[config.mk]
export PLATFORM = sky130hd
export DESIGN_NAME = fixed_width_bit_unpacker_top
export DESIGN_NICKNAME = d
export VERILOG_FILES = /design/src/rtl/core/fwbu_pkg.sv /design/src/rtl/core/fwbu_ctrl.sv /design/src/rtl/core/fwbu_datapath.sv /design/src/rtl/core/fixed_width_bit_unpacker_top.sv
export SDC_FILE = /design/constraint.sdc
export NUM_CORES = 1
export LEC_CHECK = 0
export ABC_AREA = 1
export BUFFER_PORTS_ARGS = -buffer_cell sky130_fd_sc_hd__buf_2
export CORE_ASPECT_RATIO = 1.25
export CORE_MARGIN = 8
export CORE_UTILIZATION = 61
export DETAILED_ROUTE_END_ITERATION = 8
export PLACE_DENSITY = 0.87
export SYNTH_ARGS = -nofsm -noshare
export SYNTH_HDL_FRONTEND = slang
export SYNTH_SLANG_ARGS = --single-unit
export TNS_END_PERCENT = 100
[constraint.sdc]
create_clock -name aclk -period 4.6 [get_ports aclk]
set_input_delay 0 -clock aclk [delete_from_list [all_inputs] [get_ports aclk]]
set_output_delay 0 -clock aclk [all_outputs]
set_load 0.01 [all_outputs]
[src/rtl/core/fwbu_pkg.sv]
// ----------------------------------------------------------------------------
// fwbu_pkg: shared types and constants of the fixed-width bit unpacker
// Register indexes, reset values, port widths and the control/status
// bundles that join the controller and the datapath.
// ----------------------------------------------------------------------------
`default_nettype none

package fwbu_pkg;

    // Configuration port
    localparam int CFG_INDEX_W = 8;
    localparam int CFG_DATA_W  = 32;

    localparam logic [CFG_INDEX_W-1:0] REG_VALUE_COUNT = 8'd0;
    localparam logic [CFG_INDEX_W-1:0] REG_FIELD_WIDTH = 8'd1;

    localparam int COUNT_REG_W = 16;
    localparam int WIDTH_REG_W = 6;

    localparam logic [COUNT_REG_W-1:0] VALUE_COUNT_RST = 16'd1;
    localparam logic [WIDTH_REG_W-1:0] FIELD_WIDTH_RST = 6'd8;

    // Stream payloads
    localparam int BYTE_W   = 8;
    localparam int VALUE_W  = 32;
    localparam int S_USER_W = 1;
    localparam int M_USER_W = 1;

    // Defaults of the top-level parameters
    localparam int MAX_WIDTH_DEF  = 32;
    localparam int COUNT_BITS_DEF = 16;

    // Controller -> datapath commands
    typedef struct packed {
        logic load;   // take a new byte into the shift register
        logic step;   // consume one bit of the current byte
        logic move;   // transfer the pending value into the output register
    } fwbu_cmd_t;

    // Datapath -> controller status
    typedef struct packed {
        logic completes;   // the next bit completes a value
        logic block_end;   // that value also completes the block
        logic last_bit;    // the next bit is bit 0 of the byte
        logic pend_valid;
        logic pend_final;  // pending value is the last of its byte
        logic out_free;    // output register can take a value this cycle
    } fwbu_status_t;

endpackage

`default_nettype wire

[src/rtl/core/fwbu_ctrl.sv]
// ----------------------------------------------------------------------------
// fwbu_ctrl: sequencing of the bit unpacker
// Walks each byte one bit per cycle and stalls when a completed value has
// nowhere to go.
// ----------------------------------------------------------------------------
`default_nettype none

module fwbu_ctrl
    import fwbu_pkg::*;
(
    input  wire logic         aclk,
    input  wire logic         aresetn,
    input  wire logic         s_tvalid,
    output logic              s_tready,
    input  wire fwbu_status_t st,
    output fwbu_cmd_t         cmd
);

    typedef enum logic [1:0] {
        ST_IDLE  = 2'b01,
        ST_SHIFT = 2'b10
    } state_t;

    state_t state_reg, state_next;
    logic   busy;
    logic   last_step;

    assign busy      = (state_reg == ST_SHIFT);
    assign last_step = st.last_bit || (st.completes && st.block_end);

    always_comb begin
        cmd.move = st.out_free && st.pend_valid && (st.pend_final || (busy && st.completes));
        cmd.step = busy && (!(st.completes && st.pend_valid) || cmd.move);
        s_tready = !busy || (cmd.step && last_step);
        cmd.load = s_tvalid && s_tready;
    end

    always_comb begin
        state_next = state_reg;
        unique case (state_reg)
            ST_IDLE: begin
                if (cmd.load) state_next = ST_SHIFT;
            end
            ST_SHIFT: begin
                if (cmd.step && last_step && !cmd.load) state_next = ST_IDLE;
            end
            default: state_next = ST_IDLE;
        endcase
    end

    always_ff @(posedge aclk) begin
        if (!aresetn) begin
            state_reg <= ST_IDLE;
        end else begin
            state_reg <= state_next;
        end
    end

endmodule

`default_nettype wire

[src/rtl/core/fwbu_datapath.sv]
// ----------------------------------------------------------------------------
// fwbu_datapath: bit store, counters, pending and output registers
// Holds the configuration, assembles values bit by bit and buffers one
// completed value until its last-of-byte flag is known.
// ----------------------------------------------------------------------------
`default_nettype none

module fwbu_datapath
    import fwbu_pkg::*;
#(
    parameter int MAX_WIDTH  = MAX_WIDTH_DEF,
    parameter int COUNT_BITS = COUNT_BITS_DEF
) (
    input  wire logic                   aclk,
    input  wire logic                   aresetn,
    input  wire logic [BYTE_W-1:0]      s_tdata,
    input  wire logic                   cfg_valid,
    input  wire logic [CFG_INDEX_W-1:0] cfg_index,
    input  wire logic [CFG_DATA_W-1:0]  cfg_data,
    input  wire fwbu_cmd_t              cmd,
    output fwbu_status_t                st,
    output logic                        m_tvalid,
    input  wire logic                   m_tready,
    output logic [VALUE_W-1:0]          m_tdata,
    output logic [M_USER_W-1:0]         m_tuser,
    output logic                        m_tlast
);

    localparam int HW   = $clog2(MAX_WIDTH + 1);
    localparam int CMPW = WIDTH_REG_W + 1;

    logic [COUNT_REG_W-1:0] count_reg;
    logic [WIDTH_REG_W-1:0] fw_reg;

    logic [MAX_WIDTH-1:0]  store_reg;
    logic [HW-1:0]         held_reg;
    logic [COUNT_BITS-1:0] done_reg;
    logic [BYTE_W-1:0]     byte_reg;
    logic [2:0]            bitcnt_reg;

    logic               pend_valid_reg;
    logic               pend_final_reg;
    logic               pend_blk_reg;
    logic [VALUE_W-1:0] pend_value_reg;

    logic               out_valid_reg;
    logic               out_byte_reg;
    logic               out_blk_reg;
    logic [VALUE_W-1:0] out_value_reg;

    logic [CMPW-1:0]              wsel;
    logic [HW-1:0]                w;
    logic [COUNT_BITS+15:0]       count_ext;
    logic [COUNT_BITS-1:0]        target;
    logic [COUNT_BITS-1:0]        done_next;
    logic [HW-1:0]                held_inc;
    logic [MAX_WIDTH-1:0]         store_new;
    logic [MAX_WIDTH+VALUE_W-1:0] store_ext;
    logic                         completes;
    logic                         block_end;
    logic                         last_step;
    logic                         cfg_hit;

    // Width in use: zero acts as one, oversize clamps to MAX_WIDTH
    always_comb begin
        if (fw_reg == '0) begin
            wsel = CMPW'(1);
        end else if ({1'b0, fw_reg} > CMPW'(MAX_WIDTH)) begin
            wsel = CMPW'(MAX_WIDTH);
        end else begin
            wsel = {1'b0, fw_reg};
        end
    end
    assign w = wsel[HW-1:0];

    assign count_ext = (COUNT_BITS + 16)'(count_reg);
    assign target    = count_ext[COUNT_BITS-1:0];
    assign done_next = done_reg + COUNT_BITS'(1);
    assign held_inc  = held_reg + HW'(1);
    assign store_new = {store_reg[MAX_WIDTH-2:0], byte_reg[BYTE_W-1]};
    assign store_ext = (MAX_WIDTH + VALUE_W)'(store_new);
    assign completes = (held_inc >= w);
    assign block_end = (done_next == target);
    assign last_step = (bitcnt_reg == 3'd7) || (completes && block_end);

    assign cfg_hit = cfg_valid &&
                     (cfg_index == REG_VALUE_COUNT || cfg_index == REG_FIELD_WIDTH);

    always_comb begin
        st.completes  = completes;
        st.block_end  = block_end;
        st.last_bit   = (bitcnt_reg == 3'd7);
        st.pend_valid = pend_valid_reg;
        st.pend_final = pend_final_reg;
        st.out_free   = !out_valid_reg || m_tready;
    end

    // Configuration registers
    always_ff @(posedge aclk) begin
        if (!aresetn) begin
            count_reg <= VALUE_COUNT_RST;
            fw_reg    <= FIELD_WIDTH_RST;
        end else if (cfg_valid) begin
            case (cfg_index)
                REG_VALUE_COUNT: count_reg <= cfg_data[COUNT_REG_W-1:0];
                REG_FIELD_WIDTH: fw_reg    <= cfg_data[WIDTH_REG_W-1:0];
                default: ;
            endcase
        end
    end

    // Bit assembly and block counting
    always_ff @(posedge aclk) begin
        if (!aresetn || cfg_hit) begin
            store_reg <= '0;
            held_reg  <= '0;
            done_reg  <= '0;
        end else if (cmd.step) begin
            if (completes) begin
                store_reg <= '0;
                held_reg  <= '0;
                done_reg  <= block_end ? '0 : done_next;
            end else begin
                store_reg <= store_new;
                held_reg  <= held_inc;
            end
        end
    end

    // Byte shift register
    always_ff @(posedge aclk) begin
        if (cmd.load) begin
            byte_reg   <= s_tdata;
            bitcnt_reg <= '0;
        end else if (cmd.step) begin
            byte_reg   <= {byte_reg[BYTE_W-2:0], 1'b0};
            bitcnt_reg <= bitcnt_reg + 3'd1;
        end
    end

    // Pending value: waits until the next value or the end of its byte
    always_ff @(posedge aclk) begin
        if (!aresetn) begin
            pend_valid_reg <= 1'b0;
            pend_final_reg <= 1'b0;
        end else if (cmd.step && completes) begin
            pend_valid_reg <= 1'b1;
            pend_final_reg <= last_step;
        end else if (cmd.move) begin
            pend_valid_reg <= 1'b0;
        end else if (cmd.step && last_step && pend_valid_reg) begin
            pend_final_reg <= 1'b1;
        end
    end

    always_ff @(posedge aclk) begin
        if (cmd.step && completes) begin
            pend_value_reg <= store_ext[VALUE_W-1:0];
            pend_blk_reg   <= block_end;
        end
    end

    // Output register
    always_ff @(posedge aclk) begin
        if (!aresetn) begin
            out_valid_reg <= 1'b0;
        end else if (cmd.move) begin
            out_valid_reg <= 1'b1;
        end else if (m_tready) begin
            out_valid_reg <= 1'b0;
        end
    end

    always_ff @(posedge aclk) begin
        if (cmd.move) begin
            out_value_reg <= pend_value_reg;
            out_byte_reg  <= pend_final_reg;
            out_blk_reg   <= pend_blk_reg;
        end
    end

    assign m_tvalid = out_valid_reg;
    assign m_tdata  = out_value_reg;
    assign m_tuser  = out_byte_reg;
    assign m_tlast  = out_blk_reg;

endmodule

`default_nettype wire

[src/rtl/core/fixed_width_bit_unpacker_top.sv]
// ----------------------------------------------------------------------------
// fixed_width_bit_unpacker_top: MSB-first fixed-width bit unpacker
//
// Slave stream: one packed byte per transfer in s_tdata. The bits are read
// most significant first and cut into unsigned values of field_width bits.
// Master stream: one value per transfer, right aligned in m_tdata. m_tuser
// flags the last value a byte produced; m_tlast flags the value that
// completes value_count values. After that value the rest of the byte is
// padding and is dropped; the next byte opens a fresh block.
// Configuration: cfg_index 0 writes value_count, 1 writes field_width; any
// such write restarts the block. Write only while the block is idle.
// Timing: one bit of the byte is consumed per cycle by the bit sequencer
// while it is not stalled, and the next byte is taken in the cycle its last
// bit is consumed. A value reaches the master side through the pending and
// output registers in turn, since it waits in the pending register until it
// is known whether it ends its byte.
// Reset (aresetn low, synchronous) restores value_count 1 and field_width 8
// and empties the block. When the receiver stalls, hold the output value;
// bit consumption halts only when a newly completed value finds both the
// pending and output registers occupied.
// ----------------------------------------------------------------------------
`default_nettype none

module fixed_width_bit_unpacker_top
    import fwbu_pkg::*;
#(
    parameter int MAX_WIDTH  = MAX_WIDTH_DEF,
    parameter int COUNT_BITS = COUNT_BITS_DEF
) (
    input  wire logic                   aclk,
    input  wire logic                   aresetn,
    // slave stream
    input  wire logic                   s_tvalid,
    output logic                        s_tready,
    input  wire logic [BYTE_W-1:0]      s_tdata,   // [7:0] data_byte
    // master stream
    output logic                        m_tvalid,
    input  wire logic                   m_tready,
    output logic [VALUE_W-1:0]          m_tdata,   // [31:0] value
    output logic [M_USER_W-1:0]         m_tuser,   // [0] last_of_byte
    output logic                        m_tlast,   // last_of_block
    // configuration write channel
    input  wire logic                   cfg_valid,
    output logic                        cfg_ready,
    input  wire logic [CFG_INDEX_W-1:0] cfg_index,
    input  wire logic [CFG_DATA_W-1:0]  cfg_data
);

    fwbu_cmd_t    cmd;
    fwbu_status_t st;

    // Register writes are always accepted
    assign cfg_ready = 1'b1;

    fwbu_ctrl u_ctrl (
        .aclk     (aclk),
        .aresetn  (aresetn),
        .s_tvalid (s_tvalid),
        .s_tready (s_tready),
        .st       (st),
        .cmd      (cmd)
    );

    fwbu_datapath #(
        .MAX_WIDTH  (MAX_WIDTH),
        .COUNT_BITS (COUNT_BITS)
    ) u_datapath (
        .aclk      (aclk),
        .aresetn   (aresetn),
        .s_tdata   (s_tdata),
        .cfg_valid (cfg_valid && cfg_ready),
        .cfg_index (cfg_index),
        .cfg_data  (cfg_data),
        .cmd       (cmd),
        .st        (st),
        .m_tvalid  (m_tvalid),
        .m_tready  (m_tready),
        .m_tdata   (m_tdata),
        .m_tuser   (m_tuser),
        .m_tlast   (m_tlast)
    );

    // A completed value never overwrites a pending one still waiting
    a_no_pend_overwrite: assert property (@(posedge aclk) disable iff (!aresetn)
        (cmd.step && st.completes) |-> (!st.pend_valid || cmd.move))
        else $error("pending value overwritten");

    // Only a held value is transferred to the output register
    a_move_has_data: assert property (@(posedge aclk) disable iff (!aresetn)
        cmd.move |-> (st.pend_valid && st.out_free))
        else $error("move without pending value or free output");

    // The value that closes a block also closes its byte
    a_block_ends_byte: assert property (@(posedge aclk) disable iff (!aresetn)
        (m_tvalid && m_tlast) |-> m_tuser[0])
        else $error("block end without last-of-byte flag");

endmodule

`default_nettype wire
==> results of run 1 <==
==> kinds of logic after synthesis <==
group	after synthesis	share of synthesized area [%]
AOI/OAI and AO/OA	104	8.59
xor gates and xnor gates	9	1.44
adders and majority gates	10	1.92
buffers and inverters	82	5.17
DFF	158	60.1
other	1	0.0576
and+or+nand+nor	336	22.7
==> cells in the final DEF, fill, tap and decap left out, types with 2 or more instances in the layout <==
cell,instances
a211oi_1,5
a21oi_1,68
a22oi_1,2
buf_2,72
buf_4,5
bufinv_16,2
clkbuf_16,17
clkinv_1,2
clkinv_4,2
clkinv_8,3
clkinvlp_4,2
dfxtp_1,83
dlygate4sd3_1,30
edfxtp_1,75
ha_1,10
inv_1,55
inv_6,5
nand2_1,197
nand2_2,8
nand3_1,50
nand3b_1,5
nand4_1,23
nor2_1,38
nor2_2,3
nor2_4,5
nor4_1,4
o21a_1,2
o21ai_0,20
o21ai_2,2
xnor2_1,4
xor2_1,4
==> layer usage <==
metal / global-route usage (%) / vias up
met3: 6.41 / 31
met2: 35.0 / 191
met5: 0 / -
met1: 23.4 / 2437
li1: - / 2571
met4: 8.31 / 0
==> worst max-delay path by stage <==
stage / from / endpoint / slack (ps) / cells after the start
global route: u_datapath.held_reg[0]$_SDFFE_PP0N_ / u_datapath.done_reg[2]$_SDFFE_PP0P_ / 790 / 19
CTS: u_datapath.held_reg[0]$_SDFFE_PP0N_ / u_datapath.done_reg[2]$_SDFFE_PP0P_ / 1170 / 18
global placement: u_datapath.held_reg[0]$_SDFFE_PP0N_ / u_datapath.done_reg[2]$_SDFFE_PP0P_ / 1350 / 18
floorplan: u_datapath.held_reg[0]$_SDFFE_PP0N_ / u_datapath.pend_blk_reg$_DFFE_PP_ / 1610 / 14
detailed placement: u_datapath.held_reg[0]$_SDFFE_PP0N_ / u_datapath.done_reg[2]$_SDFFE_PP0P_ / 1240 / 18
finish: u_datapath.held_reg[0]$_SDFFE_PP0N_ / u_datapath.done_reg[2]$_SDFFE_PP0P_ / 1150 / 18
==> power by group through the flow <==
stage / sequential (mW) / clock (mW) / combinational, mW
final: 1.49 / 1.43 / 0.122
after detailed placement: 1.52 / 0 / 0.100
after global placement: 1.52 / 0 / 0.0955
after CTS: 1.49 / 1.45 / 0.119
after floorplan: 1.52 / 0 / 0.0693
after global routing: 1.49 / 1.50 / 0.135
==> stage by stage <==
stage                     worst slack (ps)  total power, mW  area [sq um]  std cells  util (%)
after global placement                1350             1.61          6970        885      66.3
after CTS                             1170             3.06          7890        947      75.1
after global routing                   790             3.13          7890        947      75.1
after detailed placement              1240             1.62          6970        885      66.3
final                                 1150             3.04          7890        947      75.1
after floorplan                       1610             1.59          6510        700         -
==> final cells by class <==
| class | instances | area [sq um] | share of cell area [%] |
|---|---|---|---|
| Clock buffer | 17 | 425 | 5.39 |
| Sequential cell | 158 | 3910 | 49.6 |
| Clock inverter | 15 | 196 | 2.49 |
| Timing Repair Buffer | 107 | 698 | 8.85 |
| Multi-Input combinational cell | 460 | 2270 | 28.8 |
| Tap cell | 132 | 165 | 2.09 |
| Inverter | 58 | 218 | 2.76 |
==> critical path, delay by kind of cell (launching register included) <==
family          cells  cell delay, ps
buf+inv             3             690
xor+xnor            1             160
simple gates       11            1440
fa+ha+maj           1             310
flops               1             400
compound gates      2             350
==> metrics.md, run 1 <==
| Metric | Value |
|---|---|
| Flop pwr share | `about half` |
| Initial cell density of the core | `62.0%` |
| Total gr overflow | `0` |
| Detail Route Antenna Nets | `0` |
| Top Metal Used | `met4` |
| Max Clock Skew | `~12 ps` |
| Wl on met1 | `5720 um` |
| Psw | `681 uW` |
| H-tree levels | `4` |
| First-pass DRT Iterations | `7` |
| Maximum clock path buffer count | `2` |
| Clock period minus worst slack | `roughly 3400 ps` |
| Register area share after synthesis | `approximately 60%` |
| Top-area cell type share of the netlist area | `34.6%` |
| Fillers | `720` |
| Cells on Worst Hold Path | `4` |
| Final HPWL DP | `9040 um` |
| Synth-to-layout area growth | `21.2%` |
| Worst Path Required | `4950 ps` |
| Worst path arrival time | `around 3800 ps` |
| I/O Pins | `90` |
| Post-synth EDFFs | `75` |
| Area leader, netlist | `edfxtp_1` |
| Final wirelength | `14200 um` |
| CP max stage delay | `530 ps` |
| Most used cell, CP | `nand2_1` |
| Die area | `14300 sq um` |
| Hold WS | `9.56 ps` |
| Core footprint | `10500 sq um` |
| Clock-pin slew on the worst setup and hold paths | `70 ps` |
| DR vias/cell | `5.52` |
| Root buf cell | `clkbuf_16` |
| 1st-iter DRT viols | `433` |
| Worst hold path endpoint | `u_datapath.held_reg[0]$_SDFFE_PP0N_` |
| Total GRT Usage | `20.7%` |
| Setup Viol. Count Final | `0` |
| TNS Setup | `0 ps` |
| Tightest Pin Transition | `790 ps` |
| Max-slew violations | `0` |
| FF-to-FF Start | `u_datapath.held_reg[0]$_SDFFE_PP0N_` |
| Initial antenna violation count | `0` |
| Worst setup EP type | `flop` |
| Final Hold Vio Count | `0` |
| Yosys reg bits | `158` |
| Largest net degree at the start of global routing | `50` |
| Post-cts resize count | `0` |
| CTS tree | `yes` |
| Avg Synthesized Cell Area | `approximately 9.3 sq um` |
| Sw Ratio | `22.4%` |
| Crit-path max FO | `49` |
| Synth cell count leaders | `nand2_1 (197), dfxtp_1 (83), edfxtp_1 (75)` |
| Number of buffers created by CTS | `17` |
| Crit-path cells | `nand3_1 > nand3b_1 > xnor2_1 > ha_1 > nand2_1 > o21a_1 > nand2_1 > nand2_1 > nand2_1 > nand3_1 > nand2_1 > inv_1 > nor2_4 > buf_4 > nand2_1 > o22ai_1 > inv_1 > nor2_1` |
| Netlist cell types | `37` |
| Clk pwr share | `47.0%` |
| Post-CTS Setup Bufs | `0` |
| FP Rows | `42` |
| Leakage | `3.07 nW` |
| Fmax | `between 200 and 300 MHz` |
| Cell-internal power | `2.35 mW` |
| Combinational share of power | `4.0%` |
| Post-Syn Instances | `700` |
| Layout Nets | `between 800 and 900` |
| Slowest cell on crit path | `buf_4` |
| Die Span X | `about 110 um` |
| VDD IR max | `0.245 mV` |
| Crit path launch type | `flop` |
| Syn_nets | `between 700 and 800` |
| Die Ht | `132 um` |
| Vias | `around 5200` |
| DRC Markers | `0` |
| MaxCap Viol Count | `0` |
| Slew headroom | `47.2%` |
| Crit path kind | `flop to flop` |
| Worst-Skew Late Latency | `between 400 and 500 ps` |
| Pwr dens | `385 nW/um^2` |
| Worst hold start | `cfg_valid` |
| Vias in the first global route | `5149` |
| Reg2reg setup slack | `roughly 1200 ps` |
| Synth Cell Area | `6510 sq um` |
| Most frequent cell after synthesis | `nand2_1` |
| First-pass GRT wire length | `23700 um` |
| Worst r2r dst | `u_datapath.done_reg[2]$_SDFFE_PP0P_` |
| Outcome | `completed` |
| Share of layout cells above drive strength 1 | `16.0%` |
| Top cells by area, synth | `edfxtp_1 (35%), dfxtp_1 (26%), nand2_1 (11%), a21oi_1 (5.2%), nand3_1 (3.8%)` |
| Period utilisation layout | `75.0%` |
| Hold crit path type | `primary input to flop` |
| Met2 WL | `around 7000 um` |
| Num Clock Sinks | `158` |
| Cells on worst reg2reg path | `18` |
| Routed wl met3 | `980 um` |
| Hold-fix buffers at CTS | `30` |
| N_diodes | `0` |
| RSZ-0062 raised after global routing | `no` |
| Synth warnings | `0` |
| # port buffers | `72` |
| Final Wtd Congestion | `0.926` |
| Post-synth ARST share | `0%` |
| Top_reg_cell synth | `dfxtp_1` |
| WL per Instance | `15.0 um` |
(Power assumes the default switching activity.)
==> inputs of run 2 (changes only) <==
Settings changed: CORE_UTILIZATION 61 to 57, PLACE_DENSITY 0.87 to 0.82.
Clock period 4.6 ns to 3.28 ns, I/O delays scaled along.
==> metrics.md, run 2 (same netlist as run 1, synthesis figures left out) <==
| Metric | Value |
|---|---|
| Clock period minus worst slack | `3100 ps` |
| Area after DPL | `7000 sq um (+0.48%)` |
| Buf/Inv on CP | `4 (+1)` |
| Crit path kind | `flop to output pin` |
| Total GRT Usage | `18.3% (-2.4 points)` |
| Die area | `15100 sq um (+6.1%)` |
| Total gr overflow | `0 (unchanged)` |
| Max Clock Skew | `10.1 ps (-1.44 ps)` |
| Worst setup EP type | `output pin` |
| Hold crit path type | `primary input to flop` |
| Maximum clock path buffer count | `2 (unchanged)` |
| First-pass GRT wire length | `22300 um (-5.9%)` |
| First-pass DRT Iterations | `4 (-3)` |
| Pre-CTS setup slack | `34.1 ps (-1200 ps)` |
| Final HPWL DP | `9000 um (-0.49%)` |
| Total Power | `4.04 mW (+33%)` |
| Commonest non-fill, non-tap cells in the layout | `nand2_1 (193), dfxtp_1 (80), edfxtp_1 (75)` |
| Final Wtd Congestion | `0.891 (-3.8%)` |
| Outcome | `completed` |
| WL per Instance | `14.2 um (-5.6%)` |
| MaxCap Viol Count | `0 (unchanged)` |
| Crit-path max FO | `11 (-78%)` |
| Worst path arrival time | `3100 ps (-690 ps)` |
| Core footprint | `11100 sq um (+6.0%)` |
| Crit-path cells | `nand3_1 > nand3b_1 > xnor2_2 > ha_1 > nand2_1 > inv_1 > nor2_1 > o21a_1 > nand2_2 > nand2_2 > nand2_1 > nand3_1 > nand2_2 > o21ai_4 > inv_2 > nand2_2 > nand2_2 > buf_4 > buf_2` |
| Crit path launch type | `flop` |
| I/O Pins | `90 (unchanged)` |
| Worst Path Required | `3280 ps (-1670 ps)` |
| DRC Markers | `0 (unchanged)` |
| Detail Route Antenna Nets | `0 (unchanged)` |
| Final Hold Vio Count | `0 (unchanged)` |
| Slew headroom | `48.1% (+0.92 points)` |
| 1st-iter DRT viols | `440 (+1.6%)` |
| Initial cell density of the core | `58.5% (-3.5 points)` |
| Synth-to-layout area growth | `21.6%` |
| Pwr dens | `510 nW/um^2 (+33%)` |
| Leakage | `3.08 nW (+0.46%)` |
| Commonest non-fill, non-tap cell in the layout | `nand2_1` |
| Root buf cell | `clkbuf_16` |
| CP max stage delay | `370 ps (-160 ps)` |
| Hold WS | `23.3 ps (+13.7 ps)` |
| Largest net degree at the start of global routing | `41 (-18%)` |
| TNS Setup | `0 ps (unchanged)` |
| Num Clock Sinks | `158 (unchanged)` |
| Clock-pin slew on the worst setup and hold paths | `70 ps (about the same)` |
| DR vias/cell | `5.32 (-3.6%)` |
| Worst-Skew Late Latency | `420 ps (about the same)` |
| CTS tree | `yes` |
| Number of buffers created by CTS | `17 (unchanged)` |
| # port buffers | `72 (unchanged)` |
| Tightest Pin Transition | `777 ps (-13.8 ps)` |
| Die Ht | `136 um (+3.0%)` |
| Vias in the first global route | `4989 (-3.1%)` |
| VDD IR max | `0.422 mV (+73%)` |
| Layout Nets | `873 (+0.92%)` |
| Share of layout cells above drive strength 1 | `17.0% (+1.1 points)` |
| Fmax | `roughly 320 MHz` |
| Cell family with most CP delay | `simple AND/OR/NAND/NOR gates` |
| Vias | `5100 (-2.5%)` |
| Top Metal Used | `met4` |
| H-tree levels | `4 (unchanged)` |
| Slowest cell on crit path | `dfxtp_2` |
| Die Span X | `112 um (+2.9%)` |
| FP Rows | `43 (+2.4%)` |
| Period utilisation layout | `between 90 and 100%` |
| Routed wl met3 | `880 um (-10%)` |
| N_diodes | `0 (unchanged)` |
| Met2 WL | `6780 um (-6.0%)` |
| Most used cell, CP | `nand2_2` |
| Max-slew violations | `0 (unchanged)` |
| Setup Viol. Count Final | `0 (unchanged)` |
| Final wirelength | `13600 um (-4.5%)` |
| Cell area after layout | `7920 sq um (+0.36%)` |
| Final worst slack | `176 ps (-975 ps)` |
| Initial antenna violation count | `0 (unchanged)` |
| Post-CTS Setup Bufs | `0 (unchanged)` |
| Wl on met1 | `5710 um (-0.21%)` |
[run 2: changes by cell type in the layout (fill, tap and decap cells not counted), sizes merged]
cell	before	now
buf	77	81
dlygate4sd3	30	34
bufinv	2	0
clkinv	7	9
inv	62	60
clkbuf	17	18
clkinvlp	2	3
[run 2: worst paths after layout]
kind                                                              start                                 to  slack, ps  cells past startpoint
worst min register to register  u_datapath.pend_value_reg[18]$_DFFE_PP_   u_datapath.m_tdata[18]$_DFFE_PP_        420                      0
worst max register to register      u_datapath.held_reg[2]$_SDFFE_PP0N_   u_datapath.byte_reg[7]$_DFFE_PP_        310                     19
worst min-delay path                                       cfg_index[0]  u_datapath.fw_reg[5]$_SDFFE_PN0P_         20                      3
worst max-delay path                u_datapath.held_reg[2]$_SDFFE_PP0N_                           s_tready        180                     19
[run 2: layer usage]
metal  up-vias  track usage, %
met1      2343            20.1
li1       2579               -
met3        18            5.66
met5         -               0
met2       160            32.3
met4         0            7.54
[run 2: tightest hold or removal path: cells and delay by family]
family	cells	cell delay (ps)
AND/OR/NAND/NOR	1	190
buffers and inverters	1	100
AO/OA/AOI/OAI	1	100
[run 2: where the power goes]
group          internal [mW]  switching, mW  total, mW
sequential              2.08         0.0107       2.09
combinational         0.0746          0.102      0.177
clock                  0.980          0.798       1.78
total                   3.13          0.911       4.04
[run 2: repair_timing]
item	CTS	global route
setup endpoints to repair	8	49
gates cloned	0	0
hold endpoints to repair	36	0
pin swaps	0	1
hold buffers	34	0
gates resized for setup	1	10
[run 2: layout make-up]
type / instances / area [sq um]
clock buffer: 18 / 429
clock inverter: 14 / 113
fill: 806 / 3220
inverter: 58 / 218
multi-input combinational: 460 / 2300
sequential: 158 / 3920
tap: 135 / 169
timing repair buffer: 115 / 772
[run 2: per-stage QoR]
stage	utilization (%)	instances
3_3_place_gp	62.9	892
2_1_floorplan	-	700
5_1_grt	71.1	958
6_report	71.1	958
4_1_cts	70.8	958
3_5_place_dp	62.9	892
==> inputs of run 3 (changes only) <==
Settings changed: MAX_ROUTING_LAYER set to met4, PLACE_DENSITY 0.82 to 0.75.
==> metrics.md, run 3 (same netlist as run 1, synthesis figures left out) <==
| Metric | Value |
|---|---|
| Crit path launch type | `flop` |
| Maximum clock path buffer count | `2 (unchanged)` |
| FP Rows | `43 (unchanged)` |
| Share of layout cells above drive strength 1 | `17.3% (+0.32 points)` |
| Cell-internal power | `3.15 mW (+0.52%)` |
| WL per Instance | `13.7 um (-3.4%)` |
| Reg2reg setup slack | `320 ps (about the same)` |
| Die area | `15100 sq um (unchanged)` |
| Detail Route Antenna Nets | `0 (unchanged)` |
| Most used cell, CP | `nand2_2` |
| Slowest cell on crit path | `dfxtp_4` |
| Worst Setup SP | `u_datapath.held_reg[0]$_SDFFE_PP0N_` |
| Num Clock Sinks | `158 (unchanged)` |
| Leakage | `3.11 nW (+0.97%)` |
| First-pass DRT Iterations | `5 (+1)` |
| CP max stage delay | `370 ps (about the same)` |
| First-pass GRT wire length | `22200 um (-0.81%)` |
| Vias in the first global route | `4908 (-1.6%)` |
| CTS tree | `yes` |
| Worst Path Required | `3280 ps (about the same)` |
| Flop pwr share | `51.0% (-0.6 points)` |
| Die Ht | `136 um (unchanged)` |
| Worst r2r dst | `u_datapath.byte_reg[6]$_DFFE_PP_` |
| N_diodes | `0 (unchanged)` |
| Final Hold Vio Count | `0 (unchanged)` |
| Final Wtd Congestion | `0.915 (+2.7%)` |
| Vias | `5088 (-0.24%)` |
| Commonest non-fill, non-tap cells in the layout | `nand2_1 (194), dfxtp_1 (81), edfxtp_1 (75)` |
| Fmax | `328 MHz (+1.8%)` |
| TNS Setup | `0 ps (unchanged)` |
| Layout Nets | `875 (+0.23%)` |
| DR vias/cell | `5.30 (-0.44%)` |
| Clock-pin slew on the worst setup and hold paths | `70 ps (about the same)` |
| Clk pwr share | `44.6% (+0.6 points)` |
| Area after DPL | `7020 sq um (+0.29%)` |
| Period utilisation layout | `92.9% (-1.7 points)` |
| Commonest non-fill, non-tap cell in the layout | `nand2_1` |
| Tightest Pin Transition | `719 ps (-57.5 ps)` |
| Worst-Skew Late Latency | `420 ps (about the same)` |
| Worst path arrival time | `3050 ps (-50 ps)` |
| Sw Ratio | `23.1% (+0.54 points)` |
| Combinational share of power | `4.4% (about the same)` |
| Core footprint | `11100 sq um (unchanged)` |
| Fillers | `807 (+0.12%)` |
| Number of buffers created by CTS | `17 (unchanged)` |
| Initial antenna violation count | `0 (unchanged)` |
| Outcome | `completed` |
| Hold WS | `18.7 ps (-4.60 ps)` |
| Largest net degree at the start of global routing | `44 (+7.3%)` |
| H-tree levels | `4 (unchanged)` |
| # port buffers | `72 (unchanged)` |
| Cell area after layout | `7960 sq um (+0.49%)` |
| Clock period minus worst slack | `3050 ps (-55.3 ps)` |
| Crit path kind | `flop to output pin` |
| Cells on worst reg2reg path | `19 (unchanged)` |
| Final HPWL DP | `8950 um (-0.55%)` |
| Root buf cell | `clkbuf_16` |
| Initial cell density of the core | `58.5% (unchanged)` |
| Critical Path Sink | `s_tready` |
| DRC Markers | `0 (unchanged)` |
| FF-to-FF Start | `u_datapath.held_reg[0]$_SDFFE_PP0N_` |
| Crit-path cells | `nand3_1 > nand3b_1 > xnor2_2 > ha_1 > nand2_1 > inv_1 > nor2_1 > o21a_1 > nand2_2 > nand2_2 > nand2_1 > nand3_2 > nand2_2 > o21ai_4 > inv_2 > nand2_2 > nand2_2 > buf_6 > buf_2` |
| Total gr overflow | `0 (unchanged)` |
| Pwr dens | `514 nW/um^2 (+0.73%)` |
| Die Span X | `112 um (unchanged)` |
| Slew headroom | `51.9% (+3.8 points)` |
| Crit-path max FO | `11 (unchanged)` |
| MaxCap Viol Count | `0 (unchanged)` |
| Psw | `944 uW (+3.7%)` |
| VDD IR max | `0.330 mV (-22%)` |
| Setup Viol. Count Final | `0 (unchanged)` |
| Synth-to-layout area growth | `22.2%` |
| Hold crit path type | `primary input to flop` |
| Total Power | `4.09 mW (+1.2%)` |
| Max-slew violations | `0 (unchanged)` |
| 1st-iter DRT viols | `355 (-19%)` |
| Total GRT Usage | `18.6% (+0.28 points)` |
| I/O Pins | `90 (unchanged)` |
| Final wirelength | `13100 um (-3.2%)` |
| Worst setup EP type | `output pin` |
| Max Clock Skew | `8.84 ps (-1.25 ps)` |
run 3: critical path, delay by kind of cell, from the launching register on:
family / cells / cell delay (ps)
buffers and inverters: 4 / 420
adder cells (fa/ha/maj): 1 / 310
AO/OA/AOI/OAI: 2 / 340
flip-flops: 1 / 370
AND/OR/NAND/NOR: 11 / 1030
XOR/XNOR: 1 / 160
run 3: stage by stage:
stage,setup WS [ps],cells,utilization [%]
2_1_floorplan,294,700,-
3_3_place_gp,302,893,63.0
3_5_place_dp,103,893,63.0
4_1_cts,35.7,958,71.0
5_1_grt,-7.40,960,71.5
6_report,232,960,71.5
run 3: final cells by class:
class	count	area, sq um	area share, %
sequential	158	3920	49.2
multi-input combinational	460	2300	28.9
timing repair buffer	117	797	10.0
clock buffer	17	425	5.35
inverter	58	218	2.74
tap	135	169	2.12
clock inverter	15	129	1.62
run 3: power by group through the flow:
stage / combinational (mW) / clock (mW) / sequential, mW
6_report: 0.179 / 1.83 / 2.09
5_1_grt: 0.201 / 1.94 / 2.09
4_1_cts: 0.176 / 1.86 / 2.09
3_5_place_dp: 0.148 / 0 / 2.13
3_3_place_gp: 0.142 / 0 / 2.13
2_1_floorplan: 0.0972 / 0 / 2.13
run 3: worst min-delay path by stage:
| stage | from | end | slack [ps] | cells after the start |
|---|---|---|---|---|
| 2_1_floorplan | cfg_data[0] | u_datapath.count_reg[0]$_SDFFE_PN1P_ | 110 | 2 |
| 3_3_place_gp | cfg_data[0] | u_datapath.count_reg[0]$_SDFFE_PN1P_ | 220 | 3 |
| 3_5_place_dp | cfg_data[0] | u_datapath.count_reg[0]$_SDFFE_PN1P_ | 230 | 3 |
| 4_1_cts | cfg_index[0] | u_datapath.fw_reg[5]$_SDFFE_PN0P_ | 4 | 3 |
| 5_1_grt | cfg_index[0] | u_datapath.fw_reg[5]$_SDFFE_PN0P_ | 70 | 3 |
| 6_report | cfg_index[0] | u_datapath.fw_reg[5]$_SDFFE_PN0P_ | 20 | 3 |
run 3: timing repair:
item / 4_1_cts / 5_1_grt
hold buffers: 33 / 0
setup buffers: 0 / 2
setup endpoints to repair: 1 / 19
resized for setup: 2 / 8
endpoints found under the hold margin: 36 / 0
pin swaps: 0 / 1
run 3: per-layer routing:
layer	GRT usage, %	routed length (um)	vias to the layer above
li1	-	-	2583
met1	21.2	5750	2339
met2	30.8	6470	151
met3	5.04	765	15
met4	6.85	139	0
met5	-	0	-
